### config.mk
export PLATFORM = sky130hd
export DESIGN_NAME = sha2_hash_engine_flat
export DESIGN_NICKNAME = d
export VERILOG_FILES = /design/src/sha2_pkg.sv /design/src/sha2_msg_if.sv /design/src/sha2_dig_if.sv /design/src/sha2_datapath.sv /design/src/sha2_controller.sv /design/src/sha2_hash_engine.sv /design/src/flat_wrapper.sv
export VERILOG_INCLUDE_DIRS = /design/src /design/src/src
export SDC_FILE = /design/constraint.sdc
export NUM_CORES = 2
export LEC_CHECK = 0
export BUFFER_PORTS_ARGS = -buffer_cell sky130_fd_sc_hd__buf_4
export CORE_MARGIN = 5
export CORE_UTILIZATION = 35
export DETAILED_ROUTE_END_ITERATION = 10
export GPL_ROUTABILITY_DRIVEN = 0
export MAX_ROUTING_LAYER = met4
export PLACE_DENSITY = 0.46
export RECOVER_POWER = 25
export SETUP_SLACK_MARGIN = 0.3
export SYNTH_ARGS = -nofsm -noshare
export SYNTH_HDL_FRONTEND = slang
export SYNTH_HIERARCHICAL = 1
export SYNTH_SLANG_ARGS = --single-unit
### constraint.sdc
create_clock -name clk -period 33.7 [get_ports clk]
set_input_delay 6.74 -clock clk [delete_from_list [all_inputs] [get_ports clk]]
set_output_delay 6.74 -clock clk [all_outputs]
set_load 0.02 [all_outputs]
### src/sha2_hash_engine_defines.svh
// Assertion shorthands for the hash engine. Both expect clk and rst_n in scope.
`ifndef SHA2_HASH_ENGINE_DEFINES_SVH
`define SHA2_HASH_ENGINE_DEFINES_SVH

// The consequent must hold in the same cycle as the antecedent.
`define SHA2_ASSERT_IMP(label, ante, cons, msg) \
    label: assert property (@(posedge clk) disable iff (!rst_n) (ante) |-> (cons)) \
        else $error(msg);

// The consequent must hold in the cycle after the antecedent.
`define SHA2_ASSERT_NXT(label, ante, cons, msg) \
    label: assert property (@(posedge clk) disable iff (!rst_n) (ante) |=> (cons)) \
        else $error(msg);

`endif

### src/sha2_pkg.sv
`default_nettype none

package sha2_pkg;

    localparam int WORD_W       = 32;
    localparam int VB_W         = 3;
    localparam int BLOCK_WORDS  = 16;
    localparam int DIGEST_WORDS = 8;
    localparam int TRUNC_WORDS  = 7;
    localparam int IDX_W        = 3;
    localparam int ROUND_W      = 6;
    localparam int ROUNDS       = 64;
    localparam int LEN_W        = 64;
    // The message length is kept in bytes; the bit length is this count times eight.
    localparam int COUNT_W      = LEN_W - 3;

    typedef logic [WORD_W-1:0] word_t;

    typedef struct packed {
        logic               capture;
        logic               ins_msg;
        logic               ins_pad;
        logic               ins_zero;
        logic               ins_len;
        logic               load_vars;
        logic               round;
        logic [ROUND_W-1:0] round_idx;
        logic               fold;
        logic               out_load;
        logic [IDX_W-1:0]   out_idx;
        logic               out_last;
        logic               reinit;
    } sha2_cmd_t;

    typedef struct packed {
        logic truncated;
    } sha2_status_t;

    localparam word_t ROUND_K [ROUNDS] = '{
        32'h428a2f98, 32'h71374491, 32'hb5c0fbcf, 32'he9b5dba5,
        32'h3956c25b, 32'h59f111f1, 32'h923f82a4, 32'hab1c5ed5,
        32'hd807aa98, 32'h12835b01, 32'h243185be, 32'h550c7dc3,
        32'h72be5d74, 32'h80deb1fe, 32'h9bdc06a7, 32'hc19bf174,
        32'he49b69c1, 32'hefbe4786, 32'h0fc19dc6, 32'h240ca1cc,
        32'h2de92c6f, 32'h4a7484aa, 32'h5cb0a9dc, 32'h76f988da,
        32'h983e5152, 32'ha831c66d, 32'hb00327c8, 32'hbf597fc7,
        32'hc6e00bf3, 32'hd5a79147, 32'h06ca6351, 32'h14292967,
        32'h27b70a85, 32'h2e1b2138, 32'h4d2c6dfc, 32'h53380d13,
        32'h650a7354, 32'h766a0abb, 32'h81c2c92e, 32'h92722c85,
        32'ha2bfe8a1, 32'ha81a664b, 32'hc24b8b70, 32'hc76c51a3,
        32'hd192e819, 32'hd6990624, 32'hf40e3585, 32'h106aa070,
        32'h19a4c116, 32'h1e376c08, 32'h2748774c, 32'h34b0bcb5,
        32'h391c0cb3, 32'h4ed8aa4a, 32'h5b9cca4f, 32'h682e6ff3,
        32'h748f82ee, 32'h78a5636f, 32'h84c87814, 32'h8cc70208,
        32'h90befffa, 32'ha4506ceb, 32'hbef9a3f7, 32'hc67178f2
    };

    localparam word_t IV_FULL [DIGEST_WORDS] = '{
        32'h6a09e667, 32'hbb67ae85, 32'h3c6ef372, 32'ha54ff53a,
        32'h510e527f, 32'h9b05688c, 32'h1f83d9ab, 32'h5be0cd19
    };

    localparam word_t IV_TRUNC [DIGEST_WORDS] = '{
        32'hc1059ed8, 32'h367cd507, 32'h3070dd17, 32'hf70e5939,
        32'hffc00b31, 32'h68581511, 32'h64f98fa7, 32'hbefa4fa4
    };

endpackage

`default_nettype wire

### src/sha2_msg_if.sv
`default_nettype none

interface sha2_msg_if import sha2_pkg::*; ();
    logic            valid;
    logic            ready;
    word_t           msg_word;
    logic [VB_W-1:0] valid_bytes;
    logic            last_word;

    modport source (output valid, output msg_word, output valid_bytes, output last_word,
                    input ready);
    modport sink (input valid, input msg_word, input valid_bytes, input last_word,
                  output ready);
endinterface

`default_nettype wire

### src/sha2_dig_if.sv
`default_nettype none

interface sha2_dig_if import sha2_pkg::*; ();
    logic  valid;
    logic  ready;
    word_t digest_word;
    logic  digest_last;
    logic  too_long;

    modport source (output valid, output digest_word, output digest_last, output too_long,
                    input ready);
    modport sink (input valid, input digest_word, input digest_last, input too_long,
                  output ready);
endinterface

`default_nettype wire

### src/sha2_datapath.sv
`default_nettype none

module sha2_datapath import sha2_pkg::*; (
    input  logic         clk,
    input  logic         rst_n,
    input  logic         cfg_we,
    input  logic         cfg_data,
    input  word_t        msg_word,
    input  sha2_cmd_t    cmd,
    output sha2_status_t status,
    output word_t        digest_word,
    output logic         digest_last,
    output logic         too_long
);

    function automatic word_t rotr(input word_t x, input int unsigned n);
        return (x >> n) | (x << (WORD_W - n));
    endfunction

    logic               truncated_reg;
    word_t              chain_reg [DIGEST_WORDS];
    word_t              chain_next [DIGEST_WORDS];
    word_t              w_reg [BLOCK_WORDS];
    word_t              w_next [BLOCK_WORDS];
    word_t              v_reg [DIGEST_WORDS];
    word_t              v_next [DIGEST_WORDS];
    word_t              hold_reg;
    logic [COUNT_W-1:0] count_reg;
    logic               ovf_reg;
    word_t              digest_word_reg;
    logic               digest_last_reg;
    logic               too_long_reg;

    logic [7:0]         ins_byte;
    logic               ins_any;
    logic [COUNT_W:0]   count_sum;
    logic               iv_sel;
    word_t              sched_new;
    word_t              t1;
    word_t              t2;

    assign ins_byte  = cmd.ins_msg ? hold_reg[WORD_W-1 -: 8] : (cmd.ins_pad ? 8'h80 : 8'h00);
    assign ins_any   = cmd.ins_msg || cmd.ins_pad || cmd.ins_zero;
    assign count_sum = {1'b0, count_reg} + (COUNT_W + 1)'(1);
    assign iv_sel    = cfg_we ? cfg_data : truncated_reg;

    assign sched_new = (rotr(w_reg[14], 17) ^ rotr(w_reg[14], 19) ^ (w_reg[14] >> 10))
                     + w_reg[9]
                     + (rotr(w_reg[1], 7) ^ rotr(w_reg[1], 18) ^ (w_reg[1] >> 3))
                     + w_reg[0];

    // v_reg holds a through h in order.
    assign t1 = v_reg[7]
              + (rotr(v_reg[4], 6) ^ rotr(v_reg[4], 11) ^ rotr(v_reg[4], 25))
              + ((v_reg[4] & v_reg[5]) ^ (~v_reg[4] & v_reg[6]))
              + ROUND_K[cmd.round_idx]
              + w_reg[0];
    assign t2 = (rotr(v_reg[0], 2) ^ rotr(v_reg[0], 13) ^ rotr(v_reg[0], 22))
              + ((v_reg[0] & v_reg[1]) ^ (v_reg[0] & v_reg[2]) ^ (v_reg[1] & v_reg[2]));

    // The block window is one big shift register: bytes enter at the bottom while
    // the block fills, and words leave at the top while the schedule runs.
    always_comb
    begin
        for (int i = 0; i < BLOCK_WORDS; i++)
        begin
            w_next[i] = w_reg[i];
        end
        if (ins_any)
        begin
            for (int i = 0; i < BLOCK_WORDS - 1; i++)
            begin
                w_next[i] = {w_reg[i][WORD_W-9:0], w_reg[i+1][WORD_W-1 -: 8]};
            end
            w_next[BLOCK_WORDS-1] = {w_reg[BLOCK_WORDS-1][WORD_W-9:0], ins_byte};
        end
        else if (cmd.ins_len)
        begin
            for (int i = 0; i < BLOCK_WORDS - 2; i++)
            begin
                w_next[i] = w_reg[i+2];
            end
            w_next[BLOCK_WORDS-2] = count_reg[COUNT_W-1 -: WORD_W];
            w_next[BLOCK_WORDS-1] = {count_reg[LEN_W-WORD_W-4:0], 3'b000};
        end
        else if (cmd.round)
        begin
            for (int i = 0; i < BLOCK_WORDS - 1; i++)
            begin
                w_next[i] = w_reg[i+1];
            end
            w_next[BLOCK_WORDS-1] = sched_new;
        end
    end

    always_comb
    begin
        for (int i = 0; i < DIGEST_WORDS; i++)
        begin
            v_next[i]     = v_reg[i];
            chain_next[i] = chain_reg[i];
        end
        if (cmd.load_vars)
        begin
            for (int i = 0; i < DIGEST_WORDS; i++)
            begin
                v_next[i] = chain_reg[i];
            end
        end
        else if (cmd.round)
        begin
            for (int i = 1; i < DIGEST_WORDS; i++)
            begin
                v_next[i] = v_reg[i-1];
            end
            v_next[4] = v_reg[3] + t1;
            v_next[0] = t1 + t2;
        end
        if (cfg_we || cmd.reinit)
        begin
            for (int i = 0; i < DIGEST_WORDS; i++)
            begin
                chain_next[i] = iv_sel ? IV_TRUNC[i] : IV_FULL[i];
            end
        end
        else if (cmd.fold)
        begin
            for (int i = 0; i < DIGEST_WORDS; i++)
            begin
                chain_next[i] = chain_reg[i] + v_reg[i];
            end
        end
    end

    always_ff @(posedge clk or negedge rst_n)
    begin
        if (!rst_n)
        begin
            truncated_reg <= 1'b0;
            count_reg     <= '0;
            ovf_reg       <= 1'b0;
            for (int i = 0; i < DIGEST_WORDS; i++)
            begin
                chain_reg[i] <= IV_FULL[i];
            end
        end
        else
        begin
            for (int i = 0; i < DIGEST_WORDS; i++)
            begin
                chain_reg[i] <= chain_next[i];
            end
            if (cfg_we)
            begin
                truncated_reg <= cfg_data;
            end
            if (cfg_we || cmd.reinit)
            begin
                count_reg <= '0;
                ovf_reg   <= 1'b0;
            end
            else if (cmd.ins_msg)
            begin
                count_reg <= count_sum[COUNT_W-1:0];
                ovf_reg   <= ovf_reg | count_sum[COUNT_W];
            end
        end
    end

    always_ff @(posedge clk)
    begin
        for (int i = 0; i < BLOCK_WORDS; i++)
        begin
            w_reg[i] <= w_next[i];
        end
        for (int i = 0; i < DIGEST_WORDS; i++)
        begin
            v_reg[i] <= v_next[i];
        end
        if (cmd.capture)
        begin
            hold_reg <= msg_word;
        end
        else if (cmd.ins_msg)
        begin
            hold_reg <= {hold_reg[WORD_W-9:0], 8'h00};
        end
        if (cmd.out_load)
        begin
            digest_word_reg <= chain_reg[cmd.out_idx];
            digest_last_reg <= cmd.out_last;
            too_long_reg    <= ovf_reg;
        end
    end

    assign status.truncated = truncated_reg;
    assign digest_word      = digest_word_reg;
    assign digest_last      = digest_last_reg;
    assign too_long         = too_long_reg;

endmodule

`default_nettype wire

### src/sha2_controller.sv
`default_nettype none

`include "sha2_hash_engine_defines.svh"

module sha2_controller import sha2_pkg::*; (
    input  logic            clk,
    input  logic            rst_n,
    input  logic            cfg_we,
    input  logic            in_valid,
    output logic            in_ready,
    input  logic [VB_W-1:0] valid_bytes,
    input  logic            last_word,
    output logic            out_valid,
    input  logic            out_ready,
    input  sha2_status_t    status,
    output sha2_cmd_t       cmd
);

    localparam logic [3:0] S_IDLE  = 4'd0;
    localparam logic [3:0] S_BYTE  = 4'd1;
    localparam logic [3:0] S_PAD80 = 4'd2;
    localparam logic [3:0] S_PADZ  = 4'd3;
    localparam logic [3:0] S_LEN   = 4'd4;
    localparam logic [3:0] S_LOADV = 4'd5;
    localparam logic [3:0] S_ROUND = 4'd6;
    localparam logic [3:0] S_FOLD  = 4'd7;
    localparam logic [3:0] S_EMIT  = 4'd8;
    localparam logic [3:0] S_OUT   = 4'd9;

    localparam logic [1:0] PH_MSG   = 2'd0;
    localparam logic [1:0] PH_SPILL = 2'd1;
    localparam logic [1:0] PH_FINAL = 2'd2;

    localparam logic [5:0]         FILL_LAST  = 6'd63;
    localparam logic [5:0]         FILL_LEN   = 6'd56;
    localparam logic [ROUND_W-1:0] ROUND_LAST = ROUND_W'(ROUNDS - 1);

    logic [3:0]         state_reg, state_next;
    logic [5:0]         fill_reg, fill_next;
    logic [2:0]         left_reg, left_next;
    logic               last_reg, last_next;
    logic [ROUND_W-1:0] round_reg, round_next;
    logic [1:0]         phase_reg, phase_next;
    logic [IDX_W-1:0]   idx_reg, idx_next;
    logic               out_valid_reg, out_valid_next;

    logic               accept;
    logic [2:0]         nbytes;
    logic [IDX_W-1:0]   last_idx;
    logic               fill_full;
    logic               fill_len;

    assign in_ready  = (state_reg == S_IDLE);
    assign accept    = in_valid && in_ready;
    assign nbytes    = (valid_bytes > 3'd4) ? 3'd4 : valid_bytes;
    assign last_idx  = status.truncated ? IDX_W'(TRUNC_WORDS - 1) : IDX_W'(DIGEST_WORDS - 1);
    assign fill_full = (fill_reg == FILL_LAST);
    assign fill_len  = (fill_reg == FILL_LEN - 6'd1);

    always_comb
    begin
        state_next     = state_reg;
        fill_next      = fill_reg;
        left_next      = left_reg;
        last_next      = last_reg;
        round_next     = round_reg;
        phase_next     = phase_reg;
        idx_next       = idx_reg;
        out_valid_next = out_valid_reg;
        cmd            = '0;
        cmd.round_idx  = round_reg;
        cmd.out_idx    = idx_reg;
        cmd.out_last   = (idx_reg == last_idx);

        unique case (state_reg)
            S_IDLE:
            begin
                if (accept)
                begin
                    cmd.capture = 1'b1;
                    left_next   = nbytes;
                    last_next   = last_word;
                    if (nbytes != 3'd0)
                    begin
                        state_next = S_BYTE;
                    end
                    else if (last_word)
                    begin
                        state_next = S_PAD80;
                    end
                end
            end
            S_BYTE:
            begin
                cmd.ins_msg = 1'b1;
                fill_next   = fill_reg + 6'd1;
                left_next   = left_reg - 3'd1;
                if (fill_full)
                begin
                    phase_next = PH_MSG;
                    state_next = S_LOADV;
                end
                else if (left_reg == 3'd1)
                begin
                    state_next = last_reg ? S_PAD80 : S_IDLE;
                end
            end
            S_PAD80, S_PADZ:
            begin
                cmd.ins_pad  = (state_reg == S_PAD80);
                cmd.ins_zero = (state_reg == S_PADZ);
                fill_next    = fill_reg + 6'd1;
                // A full block here means the length has to go into one more block.
                if (fill_full)
                begin
                    phase_next = PH_SPILL;
                    state_next = S_LOADV;
                end
                else if (fill_len)
                begin
                    state_next = S_LEN;
                end
                else
                begin
                    state_next = S_PADZ;
                end
            end
            S_LEN:
            begin
                cmd.ins_len = 1'b1;
                phase_next  = PH_FINAL;
                state_next  = S_LOADV;
            end
            S_LOADV:
            begin
                cmd.load_vars = 1'b1;
                state_next    = S_ROUND;
            end
            S_ROUND:
            begin
                cmd.round  = 1'b1;
                round_next = round_reg + ROUND_W'(1);
                if (round_reg == ROUND_LAST)
                begin
                    state_next = S_FOLD;
                end
            end
            S_FOLD:
            begin
                cmd.fold = 1'b1;
                unique case (phase_reg)
                    PH_MSG:
                    begin
                        if (left_reg != 3'd0)
                        begin
                            state_next = S_BYTE;
                        end
                        else
                        begin
                            state_next = last_reg ? S_PAD80 : S_IDLE;
                        end
                    end
                    PH_SPILL: state_next = S_PADZ;
                    PH_FINAL: state_next = S_EMIT;
                    default:  state_next = S_IDLE;
                endcase
            end
            S_EMIT:
            begin
                cmd.out_load   = 1'b1;
                out_valid_next = 1'b1;
                state_next     = S_OUT;
            end
            S_OUT:
            begin
                if (out_ready)
                begin
                    out_valid_next = 1'b0;
                    if (idx_reg == last_idx)
                    begin
                        cmd.reinit = 1'b1;
                        idx_next   = '0;
                        fill_next  = '0;
                        state_next = S_IDLE;
                    end
                    else
                    begin
                        idx_next   = idx_reg + IDX_W'(1);
                        state_next = S_EMIT;
                    end
                end
            end
            default:
            begin
                state_next = S_IDLE;
            end
        endcase

        // A variant write restarts the engine and drops whatever was in flight.
        if (cfg_we)
        begin
            state_next     = S_IDLE;
            fill_next      = '0;
            round_next     = '0;
            idx_next       = '0;
            out_valid_next = 1'b0;
        end
    end

    always_ff @(posedge clk or negedge rst_n)
    begin
        if (!rst_n)
        begin
            state_reg     <= S_IDLE;
            fill_reg      <= '0;
            left_reg      <= '0;
            last_reg      <= 1'b0;
            round_reg     <= '0;
            phase_reg     <= PH_MSG;
            idx_reg       <= '0;
            out_valid_reg <= 1'b0;
        end
        else
        begin
            state_reg     <= state_next;
            fill_reg      <= fill_next;
            left_reg      <= left_next;
            last_reg      <= last_next;
            round_reg     <= round_next;
            phase_reg     <= phase_next;
            idx_reg       <= idx_next;
            out_valid_reg <= out_valid_next;
        end
    end

    assign out_valid = out_valid_reg;

    `SHA2_ASSERT_IMP(a_len_at_fill, state_reg == S_LEN, fill_reg == FILL_LEN, "length not at byte 56")
    `SHA2_ASSERT_NXT(a_rounds_end, state_reg == S_ROUND && round_reg == ROUND_LAST && !cfg_we, state_reg == S_FOLD, "round 63 not followed by fold")
    `SHA2_ASSERT_IMP(a_ready_excl, in_ready, !out_valid_reg, "input taken while a digest word waits")
    `SHA2_ASSERT_IMP(a_valid_state, out_valid_reg, state_reg == S_OUT, "digest valid outside output state")

endmodule

`default_nettype wire

### src/sha2_hash_engine.sv
// An accepted word is captured, then its valid bytes are inserted byte by byte; each
// filled 64-byte block is compressed (load, 64 rounds, feed-forward add) by the
// single-round compressor. Final word: padding one byte per cycle up to byte 56, the
// length, then compression (a second padded block on a spill); each digest word (7 or 8
// words) is loaded and held until taken. New words are accepted only in the idle state.
// Reset: SHA-256 initial values, variant 0, counts and overflow flag cleared, no output.
`default_nettype none

module sha2_hash_engine import sha2_pkg::*; (
    input  logic              clk,
    input  logic              rst_n,
    sha2_msg_if.sink          msg,
    sha2_dig_if.source        dig,
    input  logic              cfg_we,
    input  logic              cfg_data
);

    sha2_cmd_t    cmd;
    sha2_status_t status;

    sha2_controller u_ctrl (
        .clk         (clk),
        .rst_n       (rst_n),
        .cfg_we      (cfg_we),
        .in_valid    (msg.valid),
        .in_ready    (msg.ready),
        .valid_bytes (msg.valid_bytes),
        .last_word   (msg.last_word),
        .out_valid   (dig.valid),
        .out_ready   (dig.ready),
        .status      (status),
        .cmd         (cmd)
    );

    sha2_datapath u_dp (
        .clk         (clk),
        .rst_n       (rst_n),
        .cfg_we      (cfg_we),
        .cfg_data    (cfg_data),
        .msg_word    (msg.msg_word),
        .cmd         (cmd),
        .status      (status),
        .digest_word (dig.digest_word),
        .digest_last (dig.digest_last),
        .too_long    (dig.too_long)
    );

endmodule

`default_nettype wire
### src/flat_wrapper.sv
// flat-port wrapper written by rule: the top's interface ports become plain ports
module sha2_hash_engine_flat import sha2_pkg::*;
  (clk, rst_n, cfg_we, cfg_data, msg_valid, msg_msg_word, msg_valid_bytes, msg_last_word, msg_ready, dig_valid, dig_digest_word, dig_digest_last, dig_too_long, dig_ready);
  sha2_msg_if msg_i ();
  sha2_dig_if dig_i ();
  input  logic clk;
  input  logic rst_n;
  input  logic cfg_we;
  input  logic cfg_data;
  input wire logic [$bits(msg_i.valid)-1:0] msg_valid;
  input wire logic [$bits(msg_i.msg_word)-1:0] msg_msg_word;
  input wire logic [$bits(msg_i.valid_bytes)-1:0] msg_valid_bytes;
  input wire logic [$bits(msg_i.last_word)-1:0] msg_last_word;
  output wire logic [$bits(msg_i.ready)-1:0] msg_ready;
  output wire logic [$bits(dig_i.valid)-1:0] dig_valid;
  output wire logic [$bits(dig_i.digest_word)-1:0] dig_digest_word;
  output wire logic [$bits(dig_i.digest_last)-1:0] dig_digest_last;
  output wire logic [$bits(dig_i.too_long)-1:0] dig_too_long;
  input wire logic [$bits(dig_i.ready)-1:0] dig_ready;
  assign msg_i.valid = msg_valid;
  assign msg_i.msg_word = msg_msg_word;
  assign msg_i.valid_bytes = msg_valid_bytes;
  assign msg_i.last_word = msg_last_word;
  assign msg_ready = msg_i.ready;
  assign dig_valid = dig_i.valid;
  assign dig_digest_word = dig_i.digest_word;
  assign dig_digest_last = dig_i.digest_last;
  assign dig_too_long = dig_i.too_long;
  assign dig_i.ready = dig_ready;
  sha2_hash_engine u_core (.clk(clk), .rst_n(rst_n), .msg(msg_i), .dig(dig_i), .cfg_we(cfg_we), .cfg_data(cfg_data));
endmodule
==> results.json <==
{
  "syn_area_um2": 82700,
  "synth_xor_area_frac": 0.0673,
  "fin_crit_ns": 13.12,
  "violations": "max-capacitance violations, max-slew violations",
  "first_global_vias": 61722,
  "grt_max_degree": 242,
  "final_common_cell": "nand2_1",
  "critPathRequiredTime_ns": 34.18,
  "clockRootBuffer": "clkbuf_16",
  "synth-compound-area-share": 0.155,
  "holdPathStages": 2,
  "reg2reg_depth": 8,
  "ys_ff_latch": 1179,
  "yosysTopAreaCell": "edfxtp_1",
  "via_per_inst": 5.55,
  "slowest_delay_ns": 5.97,
  "finalCritPeriodShare": 0.389,
  "synth_fa_ha_area_frac": 0.107,
  "htree_num_levels": 4,
  "core-area_um2": 235000,
  "yosysWarningCount": 6,
  "wl_per_cell_um": 25.6,
  "largest_reg_flops": 512,
  "io_pins": 78,
  "antenna_found_initial": 9,
  "critPathArrivalTime_ns": 13.60,
  "synth-edff-count": 834,
  "drt-total-wl_mm": 289,
  "die_area_um2": 246000,
  "dp_hpwl_mm": 211,
  "synth_ff_type": "edfxtp_1",
  "synth.area.top_cells": "edfxtp_1, mux2i_1, dfrtp_1",
  "clockBufferDepth": 3,
  "drc_errors": 0,
  "finalWorstSetupSlack_ns": 20.58,
  "max_freq_mhz": 76.2,
  "relSlewSlack": -5.06,
  "synth_top_family_by_area": "compound AO/OA/AOI/OAI gates",
  "io_buffers": 77,
  "synthSimpleGateAreaFrac": 0.0983,
  "hp-class": "reg2reg",
  "cap_viol_max_count": 16,
  "cp_common_cell": "buf_4",
  "hold_buffers": 0,
  "finalMaxSlewViolations": 1288,
  "postSynthAreaPerCell_um2": 10.1,
  "start_kind": "flip-flop",
  "setup_violations": 0,
  "finalSetupTns_ns": 0,
  "yosys.cell_types.count": 96,
  "drt_iter0_drc": 5655,
  "cp_max_fo": 241,
  "critPathSlowestCell": "clkbuf_1",
  "synth_fp_nets": 8805,
  "nNetsFinal": 8626,
  "cts_tree": "built",
  "rr_endpoint": "u_core/u_dp/w_reg[1][126]",
  "whs_ns": 0.514,
  "grt_pass1_wl_mm": 424,
  "max_slew.worst_pin.slew_ns": 9.09,
  "mostFrequentLayoutCells": "nand2_1, o21ai_0, edfxtp_1, mux2i_1, a21oi_1",
  "synthCells": 8175,
  "hold_viol": 0,
  "end_kind": "flip-flop",
  "clock_skew_ns": 0.0385,
  "synth-seq-area-share": 0.409,
  "grt_use_total": 0.236,
  "clock_sinks": 1179,
  "drive_above_1_share": 0.109,
  "syn_to_final_growth_pct": 9.92,
  "dp_worst_setup_slack_ns": 23.10,
  "holdPathEnd": "u_core/u_dp/chain_reg[24]",
  "clkTransAtPathRegs_ns": 0.06,
  "crit_chain": "nand2_1, nor3_1, or3_1, clkbuf_1, buf_4, buf_4, buf_4, o21ai_0",
  "first_pass_iters": 9,
  "overflow": 0,
  "die_w_um": 496,
  "clkLatencyLatePin_ns": 0.81,
  "rsz0062_at_grt": "no",
  "initial_core_util": 0.351,
  "die_h_um": 496,
  "worstReg2RegStart": "u_core/u_ctrl/state_reg[1]",
  "synth_mux_area_frac": 0.124,
  "async_flop_share": 0.293,
  "hold_start": "u_core/u_dp/chain_reg[24]",
  "r2r_slack_ns": 20.58,
  "rows": 178,
  "ant_nets": 0,
  "status": "finished with violations",
  "cts_resized": 0,
  "via_count": 62600,
  "postCtsSetupBuffers": 0,
  "cts_buffers": 150,
  "synth_top_area_frac": 0.303,
  "criticalPathCategory": "reg2reg"
}
==> final cells by class <==
type	count	area, um2
Clock inverter	37	344
Antenna cell	9	22.5
Multi-Input combinational cell	6136	45600
Sequential cell	1179	33900
Tap cell	3150	3940
Inverter	353	1330
Clock buffer	242	4420
Fill cell	23514	144000
Timing Repair Buffer	176	1330
==> logic make-up (layout without fill, tap and decap cells) <==
| family | after synthesis | in the layout |
|---|---|---|
| other | 0 | 9 |
| muxes | 904 | 904 |
| buffers and inverters | 860 | 808 |
| DFF | 1179 | 1179 |
| adders and majority gates | 591 | 591 |
| and+or+nand+nor | 1840 | 1840 |
| xor gates and xnor gates | 634 | 634 |
| AOI/OAI and AO/OA | 2167 | 2167 |
==> Yosys cell counts, types with 62 or more instances <==
cell type    n
o21ai_0    933
a21oi_1    533
a31oi_1     70
edfxtp_1   834
dfrtp_1    209
clkbuf_1   448
ha_1       393
a21o_1     207
mux2_2     272
mux2i_1    562
fa_1       195
mux4_2      69
inv_1      346
nor3_1      86
nand3_1    100
xor2_1     208
nand2_1    933
dfstp_2    136
xnor2_1    425
o21bai_1    62
nor2_1     378
==> worst max-delay path, delay by kind of cell (launching register included) <==
| kind | cells | cell delay, ns |
|---|---|---|
| buffers and inverters | 4 | 9.18 |
| DFF | 1 | 0.85 |
| and+or+nand+nor | 3 | 2.16 |
| AOI/OAI and AO/OA | 1 | 0.25 |
==> layer usage <==
layer,up-vias,share of wire,GRT usage
met5,-,0,-
met4,0,0.038,0.0796
met3,457,0.043,0.0247
met2,1748,0.49,0.392
met1,31305,0.43,0.302
li1,29090,-,-
==> stage by stage <==
stage          utilization  cell area (um2)  instances
2_1_floorplan            -            82700       8175
3_3_place_gp         0.366            86200      10994
3_5_place_dp         0.366            86200      10994
4_1_cts              0.387            91000      11273
5_1_grt              0.386            90900      11278
6_report             0.386            90900      11282
==> how the worst max path moves through the flow <==
stage,startpoint,to,slack (ns),depth (start not counted)
after floorplan,u_core/u_ctrl/state_reg[2],u_core/u_dp/w_reg[0][0],19.87,8
after global placement,u_core/u_ctrl/round_reg[1],u_core/u_dp/v_reg[0][31],23.18,40
after detailed placement,u_core/u_ctrl/round_reg[1],u_core/u_dp/v_reg[0][31],23.10,40
after CTS,u_core/u_ctrl/round_reg[1],u_core/u_dp/v_reg[0][31],23.09,40
after global routing,u_core/u_ctrl/state_reg[1],u_core/u_dp/w_reg[0][87],18.86,8
final,u_core/u_ctrl/state_reg[1],u_core/u_dp/w_reg[1][126],20.58,8
Power is left out: the tool's default activity adds up to more than one toggle a clock period on the data nets, which glitch-free logic cannot reach.
